<file path="config.mk">
export PLATFORM = sky130hd
export DESIGN_NAME = quasi_random_sample_generator
export DESIGN_NICKNAME = d
export VERILOG_FILES = /design/src/hdl/qrsg_pkg.sv /design/src/hdl/qrsg_div.sv /design/src/hdl/quasi_random_sample_generator.sv
export SDC_FILE = /design/constraint.sdc
export NUM_CORES = 1
export LEC_CHECK = 0
export ABC_AREA = 1
export BUFFER_PORTS_ARGS = -buffer_cell sky130_fd_sc_hd__buf_4
export CAP_MARGIN = 10
export CORE_MARGIN = 3
export CORE_UTILIZATION = 50
export CTS_CLUSTER_SIZE = 8
export DETAILED_ROUTE_END_ITERATION = 7
export PLACE_DENSITY = 0.68
export SYNTH_ARGS = -nofsm -noshare
export SYNTH_HDL_FRONTEND = slang
export SYNTH_SLANG_ARGS = --single-unit
export TNS_END_PERCENT = 100
</file>
<file path="constraint.sdc">
create_clock -name clk_i -period 9.94 [get_ports clk_i]
set_input_delay 1.988 -clock clk_i [delete_from_list [all_inputs] [get_ports clk_i]]
set_output_delay 1.988 -clock clk_i [all_outputs]
set_load 0.05 [all_outputs]
</file>
<file path="src/hdl/qrsg_pkg.sv">
// Shared types and constants of the quasi-random sample generator.
`default_nettype none
package qrsg_pkg;

  localparam int unsigned DVD_W   = 64;  // dividend width of the divider
  localparam int unsigned DVS_W   = 32;  // divisor, quotient and remainder width
  localparam int unsigned ITER_W  = 7;   // iteration count width
  localparam int unsigned COORD_W = 32;
  localparam int unsigned SIZE_W  = 31;
  localparam int unsigned IDX_W   = 31;
  localparam int unsigned RAD_W   = 8;

  localparam logic [ITER_W-1:0] HAM_ITERS = 7'd64;
  localparam logic [ITER_W-1:0] DIG_ITERS = 7'd31;
  localparam logic [ITER_W-1:0] ACC_ITERS = 7'd40;

  localparam logic [1:0] OP_HAMMERSLEY = 2'd0;
  localparam logic [1:0] OP_HALTON     = 2'd1;
  localparam logic [1:0] OP_SOBOL      = 2'd2;
  localparam logic [1:0] OP_LP         = 2'd3;

  localparam logic [COORD_W-1:0] SOBOL_V1_INIT = 32'h8000_0000;
  localparam logic [COORD_W-1:0] SOBOL_V2_INIT = 32'hC000_0000;

  typedef struct packed {
    logic              start;
    logic [DVD_W-1:0]  dividend;
    logic [DVS_W-1:0]  divisor;
    logic [ITER_W-1:0] iters;
  } div_req_t;

  typedef struct packed {
    logic             busy;
    logic             done;
    logic [DVS_W-1:0] quot;
    logic [DVS_W-1:0] rem;
  } div_rsp_t;

endpackage
`default_nettype wire

</file>
<file path="src/hdl/qrsg_div.sv">
// Restoring divider, one quotient bit per cycle, dividend taken MSB first.
`default_nettype none
module qrsg_div (
  input  wire logic               clk_i,
  input  wire logic               rst_ni,
  input  wire qrsg_pkg::div_req_t req_i,
  output qrsg_pkg::div_rsp_t      rsp_o
);

  logic                          busy_q, busy_d;
  logic                          done_q, done_d;
  logic [qrsg_pkg::ITER_W-1:0]   cnt_q, cnt_d;
  logic [qrsg_pkg::DVD_W-1:0]    dvd_q, dvd_d;
  logic [qrsg_pkg::DVS_W-1:0]    dvs_q, dvs_d;
  logic [qrsg_pkg::DVS_W-1:0]    rem_q, rem_d;
  logic [qrsg_pkg::DVS_W-1:0]    quo_q, quo_d;
  logic [qrsg_pkg::DVS_W:0]      trial;
  logic                          fits;

  assign trial = {rem_q, dvd_q[qrsg_pkg::DVD_W-1]};
  assign fits  = trial >= {1'b0, dvs_q};

  always_comb begin
    busy_d = busy_q;
    done_d = 1'b0;
    cnt_d  = cnt_q;
    dvd_d  = dvd_q;
    dvs_d  = dvs_q;
    rem_d  = rem_q;
    quo_d  = quo_q;
    if (req_i.start) begin
      busy_d = 1'b1;
      cnt_d  = req_i.iters;
      dvd_d  = req_i.dividend;
      dvs_d  = req_i.divisor;
      rem_d  = '0;
      quo_d  = '0;
    end else if (busy_q) begin
      // Subtract when the divisor fits, shift the next dividend bit in.
      rem_d = fits ? qrsg_pkg::DVS_W'(trial - {1'b0, dvs_q})
                   : trial[qrsg_pkg::DVS_W-1:0];
      quo_d = {quo_q[qrsg_pkg::DVS_W-2:0], fits};
      dvd_d = {dvd_q[qrsg_pkg::DVD_W-2:0], 1'b0};
      cnt_d = cnt_q - 1'b1;
      if (cnt_q == qrsg_pkg::ITER_W'(1)) begin
        busy_d = 1'b0;
        done_d = 1'b1;
      end
    end
  end

  always_ff @(posedge clk_i or negedge rst_ni) begin
    if (!rst_ni) begin
      busy_q <= 1'b0;
      done_q <= 1'b0;
      cnt_q  <= '0;
    end else begin
      busy_q <= busy_d;
      done_q <= done_d;
      cnt_q  <= cnt_d;
    end
  end

  always_ff @(posedge clk_i) begin
    dvd_q <= dvd_d;
    dvs_q <= dvs_d;
    rem_q <= rem_d;
    quo_q <= quo_d;
  end

  assign rsp_o.busy = busy_q;
  assign rsp_o.done = done_q;
  assign rsp_o.quot = quo_q;
  assign rsp_o.rem  = rem_q;

`ifndef SYNTH
  a_no_restart: assert property (@(posedge clk_i) disable iff (!rst_ni)
    req_i.start |-> !busy_q)
    else $error("divider started while busy");
  a_done_ends_busy: assert property (@(posedge clk_i) disable iff (!rst_ni)
    done_q |-> !busy_q)
    else $error("divider done while still busy");
  a_busy_counts: assert property (@(posedge clk_i) disable iff (!rst_ni)
    busy_q |-> cnt_q != '0)
    else $error("divider busy with zero count");
`endif

endmodule
`default_nettype wire

</file>
<file path="src/hdl/quasi_random_sample_generator.sv">
// Top level of the quasi-random sample generator: sequencer, digit store, register.
//
//   channel  | direction | handshake                 | payload
//   ---------+-----------+---------------------------+----------------------------------
//   in       | input     | in_valid_i / in_stall_o   | opcode, index, radix, scramble
//   out      | output    | out_valid_o / out_stall_i | first_coord, second_coord, status
//   config   | input     | APB psel/penable/pready   | set_size at byte address 0
//
// Hammersley makes one 64-bit pass of the shared bit-serial divider.
// Halton peels each of the D base-radix digits of the index with a divider pass of 31
// steps, then folds each digit back with a divider pass of 40 steps.
// Sobol and scrambled modes take one significant index bit per cycle.
// Reset clears the sequencer and sets set_size to 1. An item is taken only while the
// sequencer is idle; a finished result waits in the output register while the next
// transfer is accepted, and the sequencer holds at its end if that register is still full.
`default_nettype none
module quasi_random_sample_generator #(
  parameter int unsigned INDEX_BITS = 31,
  parameter int unsigned RADIX_BITS = 8
) (
  input  wire logic        clk_i,
  input  wire logic        rst_ni,
  // input channel
  input  wire logic        in_valid_i,
  output logic             in_stall_o,
  input  wire logic [1:0]  opcode_i,
  input  wire logic [30:0] index_i,
  input  wire logic [7:0]  radix_i,
  input  wire logic [31:0] scramble_i,
  // output channel
  output logic             out_valid_o,
  input  wire logic        out_stall_i,
  output logic [31:0]      first_coord_o,
  output logic [31:0]      second_coord_o,
  output logic             status_o,
  // configuration port
  input  wire logic        psel,
  input  wire logic        penable,
  input  wire logic        pwrite,
  input  wire logic [2:0]  paddr,
  input  wire logic [31:0] pwdata,
  output logic [31:0]      prdata,
  output logic             pready
);

  localparam int unsigned CNT_W = $clog2(INDEX_BITS + 1);
  localparam int unsigned DA_W  = $clog2(INDEX_BITS);
  localparam logic [qrsg_pkg::IDX_W-1:0] IDX_MASK =
    qrsg_pkg::IDX_W'((64'd1 << INDEX_BITS) - 64'd1);
  localparam logic [qrsg_pkg::RAD_W-1:0] RAD_MASK =
    qrsg_pkg::RAD_W'((64'd1 << RADIX_BITS) - 64'd1);

  // sequencer states
  localparam logic [2:0] S_IDLE = 3'd0;
  localparam logic [2:0] S_HAM  = 3'd1;
  localparam logic [2:0] S_DIG  = 3'd2;
  localparam logic [2:0] S_DIGW = 3'd3;
  localparam logic [2:0] S_ACC  = 3'd4;
  localparam logic [2:0] S_ACCW = 3'd5;
  localparam logic [2:0] S_SOB  = 3'd6;
  localparam logic [2:0] S_FIN  = 3'd7;

  logic [2:0]                     state_q, state_d;
  logic [qrsg_pkg::SIZE_W-1:0]    set_size_q;
  logic [1:0]                     op_q, op_d;
  logic [qrsg_pkg::IDX_W-1:0]     work_q, work_d;
  logic [qrsg_pkg::RAD_W-1:0]     base_q, base_d;
  logic [CNT_W-1:0]               cnt_q, cnt_d;
  logic [CNT_W-1:0]               cnt_m1;
  logic [qrsg_pkg::COORD_W-1:0]   r1_q, r1_d, r2_q, r2_d, v1_q, v1_d, v2_q, v2_d;
  logic                           bad_q, bad_d;
  logic [qrsg_pkg::RAD_W-1:0]     digits_q [INDEX_BITS];
  logic                           dig_we;
  logic [CNT_W-1:0]               dig_ra;
  logic [qrsg_pkg::RAD_W-1:0]     dig_rd_q;

  logic                           out_valid_q, out_valid_d;
  logic [qrsg_pkg::COORD_W-1:0]   c1_q, c2_q;
  logic                           st_q;
  logic                           out_load;

  logic                           accept;
  logic [qrsg_pkg::IDX_W-1:0]     idx_m;
  logic [qrsg_pkg::RAD_W-1:0]     rad_m;
  logic                           ham_bad;

  qrsg_pkg::div_req_t             div_req;
  qrsg_pkg::div_rsp_t             div_rsp;

  qrsg_div u_div (
    .clk_i  (clk_i),
    .rst_ni (rst_ni),
    .req_i  (div_req),
    .rsp_o  (div_rsp)
  );

  assign in_stall_o = state_q != S_IDLE;
  assign accept     = in_valid_i && !in_stall_o;
  assign idx_m      = index_i & IDX_MASK;
  assign rad_m      = radix_i & RAD_MASK;
  assign ham_bad    = (set_size_q == '0) || (idx_m >= set_size_q);
  assign cnt_m1     = cnt_q - 1'b1;
  assign out_load   = (state_q == S_FIN) && (!out_valid_q || !out_stall_i);
  // read the digit just below the next count, so it is ready in S_ACC
  assign dig_ra     = cnt_d - 1'b1;

  always_comb begin
    state_d = state_q;
    op_d    = op_q;
    work_d  = work_q;
    base_d  = base_q;
    cnt_d   = cnt_q;
    r1_d    = r1_q;
    r2_d    = r2_q;
    v1_d    = v1_q;
    v2_d    = v2_q;
    bad_d   = bad_q;
    dig_we  = 1'b0;
    div_req = '0;
    case (state_q)
      S_IDLE: begin
        if (accept) begin
          op_d   = opcode_i;
          work_d = idx_m;
          base_d = rad_m;
          cnt_d  = '0;
          r1_d   = '0;
          r2_d   = '0;
          v1_d   = qrsg_pkg::SOBOL_V1_INIT;
          v2_d   = qrsg_pkg::SOBOL_V2_INIT;
          bad_d  = 1'b0;
          case (opcode_i)
            qrsg_pkg::OP_HAMMERSLEY: begin
              if (ham_bad) begin
                bad_d   = 1'b1;
                state_d = S_FIN;
              end else begin
                // (2*index + 1) * 2^31 over set_size
                div_req.start    = 1'b1;
                div_req.dividend = {1'b0, idx_m, 1'b1, 31'd0};
                div_req.divisor  = {1'b0, set_size_q};
                div_req.iters    = qrsg_pkg::HAM_ITERS;
                state_d          = S_HAM;
              end
            end
            qrsg_pkg::OP_HALTON: begin
              if (rad_m < qrsg_pkg::RAD_W'(2)) begin
                bad_d   = 1'b1;
                state_d = S_FIN;
              end else begin
                state_d = S_DIG;
              end
            end
            qrsg_pkg::OP_SOBOL: state_d = S_SOB;
            default: begin
              r1_d    = scramble_i;
              state_d = S_SOB;
            end
          endcase
        end
      end
      S_HAM: begin
        if (div_rsp.done) begin
          r1_d    = div_rsp.quot;
          state_d = S_FIN;
        end
      end
      S_DIG: begin
        // Peel the least significant digit, or switch to folding when done.
        if (work_q == '0 || cnt_q == CNT_W'(INDEX_BITS)) begin
          r1_d    = '0;
          state_d = S_ACC;
        end else begin
          div_req.start    = 1'b1;
          div_req.dividend = {work_q, 33'd0};
          div_req.divisor  = {24'd0, base_q};
          div_req.iters    = qrsg_pkg::DIG_ITERS;
          state_d          = S_DIGW;
        end
      end
      S_DIGW: begin
        if (div_rsp.done) begin
          dig_we  = 1'b1;
          work_d  = div_rsp.quot[qrsg_pkg::IDX_W-1:0];
          cnt_d   = cnt_q + 1'b1;
          state_d = S_DIG;
        end
      end
      S_ACC: begin
        // Fold digits back from the most significant: acc = (d*2^32 + acc) / radix.
        if (cnt_q == '0) begin
          state_d = S_FIN;
        end else begin
          div_req.start    = 1'b1;
          div_req.dividend = {dig_rd_q, r1_q, 24'd0};
          div_req.divisor  = {24'd0, base_q};
          div_req.iters    = qrsg_pkg::ACC_ITERS;
          cnt_d            = cnt_m1;
          state_d          = S_ACCW;
        end
      end
      S_ACCW: begin
        if (div_rsp.done) begin
          r1_d    = div_rsp.quot;
          state_d = S_ACC;
        end
      end
      S_SOB: begin
        // One index bit per cycle; stop once no set bit remains.
        if (work_q == '0) begin
          state_d = S_FIN;
        end else begin
          if (work_q[0]) begin
            r1_d = r1_q ^ v1_q;
            r2_d = r2_q ^ {v2_q[qrsg_pkg::COORD_W-2:0], 1'b0};
          end
          v1_d   = v1_q | (v1_q >> 1);
          v2_d   = v2_q ^ (v2_q >> 1);
          work_d = work_q >> 1;
        end
      end
      S_FIN: begin
        if (out_load) state_d = S_IDLE;
      end
      default: state_d = S_IDLE;
    endcase
  end

  always_ff @(posedge clk_i or negedge rst_ni) begin
    if (!rst_ni) begin
      state_q <= S_IDLE;
    end else begin
      state_q <= state_d;
    end
  end

  always_ff @(posedge clk_i) begin
    op_q    <= op_d;
    work_q  <= work_d;
    base_q  <= base_d;
    cnt_q   <= cnt_d;
    r1_q    <= r1_d;
    r2_q    <= r2_d;
    v1_q    <= v1_d;
    v2_q    <= v2_d;
    bad_q   <= bad_d;
  end

  // digit store, written by the peel loop, read back registered by the fold loop
  always_ff @(posedge clk_i) begin
    if (dig_we) begin
      digits_q[cnt_q[DA_W-1:0]] <= div_rsp.rem[qrsg_pkg::RAD_W-1:0];
    end
    dig_rd_q <= digits_q[dig_ra[DA_W-1:0]];
  end

  // output register: hold until the transfer completes
  always_comb begin
    out_valid_d = out_valid_q;
    if (out_valid_q && !out_stall_i) out_valid_d = 1'b0;
    if (out_load) out_valid_d = 1'b1;
  end

  always_ff @(posedge clk_i or negedge rst_ni) begin
    if (!rst_ni) begin
      out_valid_q <= 1'b0;
    end else begin
      out_valid_q <= out_valid_d;
    end
  end

  always_ff @(posedge clk_i) begin
    if (out_load) begin
      c1_q <= r1_q;
      c2_q <= (op_q == qrsg_pkg::OP_SOBOL) ? r2_q : '0;
      st_q <= bad_q;
    end
  end

  assign out_valid_o    = out_valid_q;
  assign first_coord_o  = c1_q;
  assign second_coord_o = c2_q;
  assign status_o       = st_q;

  // configuration register
  always_ff @(posedge clk_i or negedge rst_ni) begin
    if (!rst_ni) begin
      set_size_q <= qrsg_pkg::SIZE_W'(1);
    end else if (psel && penable && pwrite && pready && paddr == 3'd0) begin
      set_size_q <= pwdata[qrsg_pkg::SIZE_W-1:0];
    end
  end

  assign prdata = (paddr == 3'd0) ? {1'b0, set_size_q} : '0;
  assign pready = 1'b1;

`ifndef SYNTH
  a_bad_zero: assert property (@(posedge clk_i) disable iff (!rst_ni)
    out_valid_o && status_o |-> first_coord_o == '0 && second_coord_o == '0)
    else $error("bad argument with nonzero coordinate");
  a_cnt_range: assert property (@(posedge clk_i) disable iff (!rst_ni)
    cnt_q <= CNT_W'(INDEX_BITS) || state_q == S_IDLE || state_q == S_SOB
      || state_q == S_HAM || state_q == S_FIN)
    else $error("digit count beyond store depth");
  a_done_wait: assert property (@(posedge clk_i) disable iff (!rst_ni)
    div_rsp.done |-> state_q == S_HAM || state_q == S_DIGW || state_q == S_ACCW)
    else $error("divider result outside a wait state");
  a_fin_holds: assert property (@(posedge clk_i) disable iff (!rst_ni)
    state_q == S_FIN && out_valid_q && out_stall_i |=> state_q == S_FIN)
    else $error("result dropped while output register full");
`endif

endmodule
`default_nettype wire
</file>
==> metrics, run 1 <==
status completed; Final Wtd Congestion approximately 0.90; Clock Power Share 47.5%; EDFF count, synth 550; Core Box Area 65000 µm²; P_sw 0.00139 W; hold-fix buffer count after cts 0; initial antenna violation count 2; layout net count 3849; fraction of the mapped netlist area in simple logic gates 21.7%; multi-input combinational cell area 11200 µm²; vias in the first global route around 24000; final WL 90000 µm; Pint 0.00497 W; Largest stage delay, worst path 0.91 ns; DRC violations left 0; element type at the critical path end flop; RSZ-0062 raised after global routing no; xor/xnor share of the synthesized area ~3%; worst r2r dst dig_rd_q[2]; FF-to-FF Start cnt_q[0]; YS warnings 0; first-pass GRT wire length 139000 µm; Compound-Gate Fraction of Synth Area under 10%; most frequent CP cell nand2_1; CTS resizes 0; H-Tree Depth 3; Clock Tree Root clkbuf_16; Hold Path End status_o; CTS Buf Count 94; Critical Path RT 10.03 ns; Most used DFF post-synth edfxtp_1; final hold vios 0; synthesized instance count approximately 3500; # IOs 215; hold path start bad_q; CP cell instances buf_4 > ha_1 > nand2_1 > nor2_1 > a21boi_0 > nor2_1 > nand2_1 > nand2_1 > nand2_1 > nand2_1 > nand4_1 > nand2_4 > inv_2 > nand2_2; setup TNS 0 ns; starting density of the core 51.0%; Rows 93; number of setup buffers added after CTS 0; share of the clock period used by the worst path 54.9%; worst-margin pin slew approximately 1.2 ns; Hold Path Cell Cnt 0; max_cap viols 0; Worst Hold Class reg -> reg; crit path DAT 5.55 ns; Comb pwr share 4.5%; number of synthesized register bits 671; Total GRT Usage 25.4%; Cell Area, Synth around 33000 µm²; pwr/cell area roughly 170 nW/µm²; FF/Latch Area 19200 µm²; 1st-iter DRT viols 2657; slew margin rel. 22.0%; drt first pass iters 7; most frequent cells in the layout nand2_1, edfxtp_1, inv_1, nor2_1, nand3_1; ANT nets after route 0; Adder-Cell Fraction of Synth Area 2.74%; commonest non-fill, non-tap cell in the layout nand2_1; Worst Skew between 0.03 and 0.04 ns; Vias 25400; Final min period about 5.5 ns; Die ar. 69500 µm²; largest net degree at the start of global routing 102; Vert. Die Dim 264 µm; ys async rst share 6.56%; share of post-route cells with drive strength above 1 a little over a tenth; sequential-to-total area share from yosys stat 57.8%; Worst VDD drop 122 µV; Port Buffers 210; fillcell total 5577; largest family of logic cells by synthesized area simple AND/OR/NAND/NOR gates; clock sinks about 670; Max Fclk 0.183 GHz; Clock Latency Late Sink 0.63 ns; Max FO, Critical Path 50; crit start category input pin; synthesis-to-layout area growth 14.9%; drt wl/cell around 20 µm; Synth Area per Inst 9.47 µm²; Setup CP Type in -> reg; reg-to-reg slack, setup a little under 5 ns; FF-to-FF path depth 19; Max Slew Vio Count 0; # setup viols final 0; Critical-path top delay cell nand2_2; Net Sw Frac 21.8%; Seq pwr share 48.1%; HPWL after detailed placement 57900 µm; Power Total 0.00635 W; Vias/cell ~5.5; post-synthesis mux area share 0%; CTS Buffer Depth 3; clk slew on worst S/H paths 0.05 ns; Die W 264 µm; LEAKAGE 16.0 nW; gr ovfl total 0; TritonCTS clock tree built; synth unique cells 52
[per-layer routing]
| metal | GRT usage [%] | vias to the layer above | share of wire [%] |
|---|---|---|---|
| met3 | 4.15 | 175 | 7.1 |
| li1 | - | 12200 | - |
| met1 | 34.9 | 12000 | 42 |
| met5 | 0 | - | 0.0089 |
| met2 | 41.1 | 972 | 48 |
| met4 | 8.66 | 2 | 2.9 |
[state kept, by name, indices dropped and copies added (netlist names), 8 cells and up]
name            flops
base_q              8
dig_rd_q            8
digits_q          248
first_coord_o      32
r1_q               32
r2_q               31
second_coord_o     31
set_size_q         31
u_div.dvd_q        40
u_div.dvs_q        31
u_div.quo_q        32
u_div.rem_q        32
v1_q               31
v2_q               31
work_q             31
[cell families after synthesis]
kind of cell / count (synthesis)
buffers and inverters: 731
other: 2
flip-flops: 671
AO/OA/AOI/OAI: 343
AND/OR/NAND/NOR: 1572
XOR/XNOR: 111
adder cells (fa/ha/maj): 72
[worst max-delay path, delay by kind of cell]
| family | cells | cell delay (ns) |
|---|---|---|
| and+or+nand+nor | 10 | 2.02 |
| adders and majority gates | 1 | 0.29 |
| AOI/OAI and AO/OA | 1 | 0.19 |
| buffers and inverters | 2 | 0.96 |
[area by class of cell]
type	count	area share [%]
Clock inverter	2	0.102
Timing Repair Buffer	245	4.83
Inverter	549	5.42
Tap cell	855	2.81
Clock buffer	164	7.17
Antenna cell	1	0.00657
Multi-Input combinational cell	2101	29.4
Sequential cell	671	50.3
[power groups by stage]
stage | Clock (W) | Sequential [W] | Combinational (W)
after floorplan | 0 | 0.00310 | 0.000153
after global placement | 0 | 0.00311 | 0.000274
after detailed placement | 0 | 0.00311 | 0.000278
after CTS | 0.00306 | 0.00305 | 0.000279
after global routing | 0.00318 | 0.00305 | 0.000310
final | 0.00302 | 0.00305 | 0.000283
[metrics by stage]
step	hold slack, ns	util, %	cells	cell area [µm²]	setup slack, ns
4_1_cts	0.427	58.6	4587	38100	4.48
3_3_place_gp	0.406	54.3	4421	35300	3.90
3_5_place_dp	0.418	54.3	4421	35300	3.83
2_1_floorplan	0.400	-	3503	33200	3.67
5_1_grt	0.452	58.6	4588	38100	4.09
6_report	0.424	58.6	4588	38100	4.48
[worst max path at each step]
stage	startpoint	endpoint	slack [ns]	cells after the start
finish	index_i[14]	u_div.dvd_q[35]	4.48	14
global route	index_i[14]	u_div.dvd_q[35]	4.09	14
CTS	index_i[14]	u_div.dvd_q[42]	4.48	14
detailed placement	index_i[14]	u_div.dvd_q[24]	3.83	14
global placement	index_i[14]	u_div.dvd_q[24]	3.90	14
floorplan	in_valid_i	r2_q[10]	3.67	5
[synthesized netlist by cell type, drive strengths merged, types with 71 or more instances]
cell type,count,area (µm²)
a21oi,146,731
buf,73,443
clkbuf,109,409
dfxtp,77,1540
edfxtp,550,16500
ha,71,888
inv,548,2060
nand2,603,2310
nand3,314,1610
nand4,202,1260
nor2,370,1420
o21ai,111,563
xnor2,105,920
No activity file was read; power rests on OpenSTA's default activity.
==> run 2, diff against run 1 <==
--- a/config.mk
+++ b/config.mk
@@ -5,14 +5,14 @@
 export SDC_FILE = /design/constraint.sdc
 export NUM_CORES = 1
 export LEC_CHECK = 0
-export ABC_AREA = 1
+export ABC_AREA = 0
 export BUFFER_PORTS_ARGS = -buffer_cell sky130_fd_sc_hd__buf_4
 export CAP_MARGIN = 10
 export CORE_MARGIN = 3
 export CORE_UTILIZATION = 50
 export CTS_CLUSTER_SIZE = 8
 export DETAILED_ROUTE_END_ITERATION = 7
-export PLACE_DENSITY = 0.68
+export PLACE_DENSITY = 0.71
 export SYNTH_ARGS = -nofsm -noshare
 export SYNTH_HDL_FRONTEND = slang
 export SYNTH_SLANG_ARGS = --single-unit
==> constraint.sdc (replaced) <==
create_clock -name clk_i -period 4.9 [get_ports clk_i]
set_input_delay 0.98 -clock clk_i [delete_from_list [all_inputs] [get_ports clk_i]]
set_output_delay 0.98 -clock clk_i [all_outputs]
set_load 0.05 [all_outputs]
==> metrics, run 2 <==
status completed; synthesis-to-layout area growth 16.8%; synth unique cells 81; most frequent cells in the layout edfxtp_1, nor2_1, buf_4, nand2_1, a21oi_1; worst setup margin 0.657 ns; Die W about 250 µm; Setup CP Type reg -> reg; Die ar. about 63000 µm²; Worst Hold Class in -> async; clk slew on worst S/H paths roughly 0.05 ns; largest net degree at the start of global routing 94; LEAKAGE roughly 14 nW; share of the clock period used by the worst path between 80 and 90%; Clock Tree Root clkbuf_16; max reg flops 248; top-area cell type share of the netlist area between 50% and 60%; Rows 89; number of synthesized register bits 671; Clock Power Share 21.4%; synthesized instance count 2440; Cell Area, Synth 30200 µm²; RSZ-0062 raised after global routing no; TritonCTS clock tree built; share of post-route cells with drive strength above 1 roughly 16%; YS warnings 0; slew margin rel. between 20% and 30%; Max FO, Critical Path 29; Pint 0.0167 W; HPWL after detailed placement 51400 µm; number of setup buffers added after CTS 0; Worst VDD drop 653 µV; ys async rst share approximately 6.6%; 1st-iter DRT viols 2242; max_cap viols 0; # setup viols final 0; synth top area cells edfxtp_1, dfxtp_1, mux4_2, nor2_1, dfrtp_1; Max Fclk 0.236 GHz; starting density of the core 50.9%; # IOs 215; clock sinks between 600 and 700; H-Tree Depth 3; Vias/cell 5.93; final hold vios 0; pwr/cell area a little under 800 nW/µm²; Critical Path RT 5.33 ns; Clock Latency Late Sink around 0.64 ns; setup TNS 0 ns; crit path DAT 4.67 ns; Post-synth top cells edfxtp_1, nor2_1, nand2_1, a21oi_1, inv_1; met1 wire length 31100 µm; sequential-to-total area share from yosys stat approximately 63%; EDFF count, synth 550; Net Sw Frac 39.7%; initial antenna violation count 3; Core Box Area 59500 µm²; drt wl/cell 22.0 µm; crit start category flop; FF-to-FF path depth 10; count leader, synth edfxtp_1; Total GRT Usage 24.0%; WL met3 between 6000 and 7000 µm; Synth Area per Inst 12.4 µm²; Comb pwr share 42.9%; Final min period about 4.2 ns; Port Buffers 210; layout net count 2846; post-synth top area cell edfxtp_1; WL met2 37100 µm; Seq pwr share 35.7%; final WL 76700 µm; P_sw between 0.01 and 0.015 W; CTS Buffer Depth 3; commonest non-fill, non-tap cell in the layout edfxtp_1; Max Slew Vio Count 0; hold-fix buffer count after cts 0; worst-margin pin slew 1.14 ns; DRC violations left 0; gr ovfl total 0; ANT nets after route 0; CTS resizes 0; drt first pass iters 6; element type at the critical path end flop; Most used DFF post-synth edfxtp_1; Final Wtd Congestion 0.915; vias in the first global route 20600; CTS Buf Count 93; top routing layer used met5; Worst Skew 0.0357 ns; dpl ws between 0.6 and 0.7 ns; Vias slightly above 20000; first-pass GRT wire length between 100000 and 150000 µm; Vert. Die Dim 252 µm
[run 2: cell count changes after synthesis, moves of 44 or more]
cell,before,now
nand2_1,593,237
nand3b_1,62,5
nand4_1,202,16
nor2_1,366,288
o221ai_1,61,0
a22oi_1,2,62
and2_1,0,67
xor2_1,5,49
nand3_1,308,76
mux4_2,0,49
inv_1,539,115
mux2i_1,0,59
[run 2: cells by family after synthesis]
logic type               Yosys count  share of synthesized area, %
AND/OR/NAND/NOR                  773                          11.4
flip-flops                       671                          63.4
XOR/XNOR                         127                          3.70
adder cells (fa/ha/maj)           72                          3.00
multiplexers                     111                          5.71
buffers and inverters            247                          3.25
other                              2                        0.0248
AO/OA/AOI/OAI                    437                          9.57
[run 2: critical path, stage by stage, from the launching register on]
cell and delay [ns]:
dfxtp_1 0.46, nor3_1 0.52, a21o_1 0.51, nand3_1 0.21, o21ai_4 0.21, inv_4 0.06, ha_2 0.80, buf_4 0.44
buf_4 0.22, mux2i_1 0.36, o2111ai_1 0.22
[run 2: cell type report]
cell class,instances,area [µm²]
diodes,1,2.50
clock buffers,153,2620
clock inverters,3,45.0
fillers,4654,24100
inverters,117,442
multi-input cells,1523,10200
flip-flops and latches,671,19200
well taps,773,967
repair buffers,253,1910
[run 2: path summary, 6_finish.rpt]
path	from	to	slack [ns]
min in group clk_i	u_div.quo_q[31]	u_div.quo_q[31]	0.50
max in group asynchronous	rst_ni	u_div.busy_q	4.03
max reg2reg	cnt_q[4]	dig_rd_q[0]	0.66
min	rst_ni	set_size_q[28]	0.36
min reg2reg	u_div.quo_q[31]	u_div.quo_q[31]	0.50
max	cnt_q[4]	dig_rd_q[0]	0.66
[run 2: through the flow]
stage	power [W]	hold slack (ns)	std cells	utilization, %	cell area [µm²]
after global routing	0.0292	0.393	3494	59.4	35300
final	0.0276	0.364	3494	59.4	35300
after detailed placement	0.0216	0.491	3336	54.9	32700
after floorplan	0.0182	0.400	2441	-	30200
after global placement	0.0213	0.481	3336	54.9	32700
after CTS	0.0276	0.355	3492	59.4	35300
[run 2: power by group through the flow]
stage          Combinational, W  Sequential, W  Clock [W]
6_report                 0.0118        0.00987    0.00591
5_1_grt                  0.0129         0.0100    0.00624
4_1_cts                  0.0118        0.00985    0.00599
3_5_place_dp             0.0117        0.00992          0
3_3_place_gp             0.0114        0.00989          0
2_1_floorplan           0.00818         0.0100          0
[run 2: metal layers]
metal | vias up | track usage (%)
met5 | - | 0
met4 | 4 | 8.95
met3 | 158 | 4.48
met2 | 934 | 39.3
met1 | 10300 | 32.2
li1 | 9379 | -
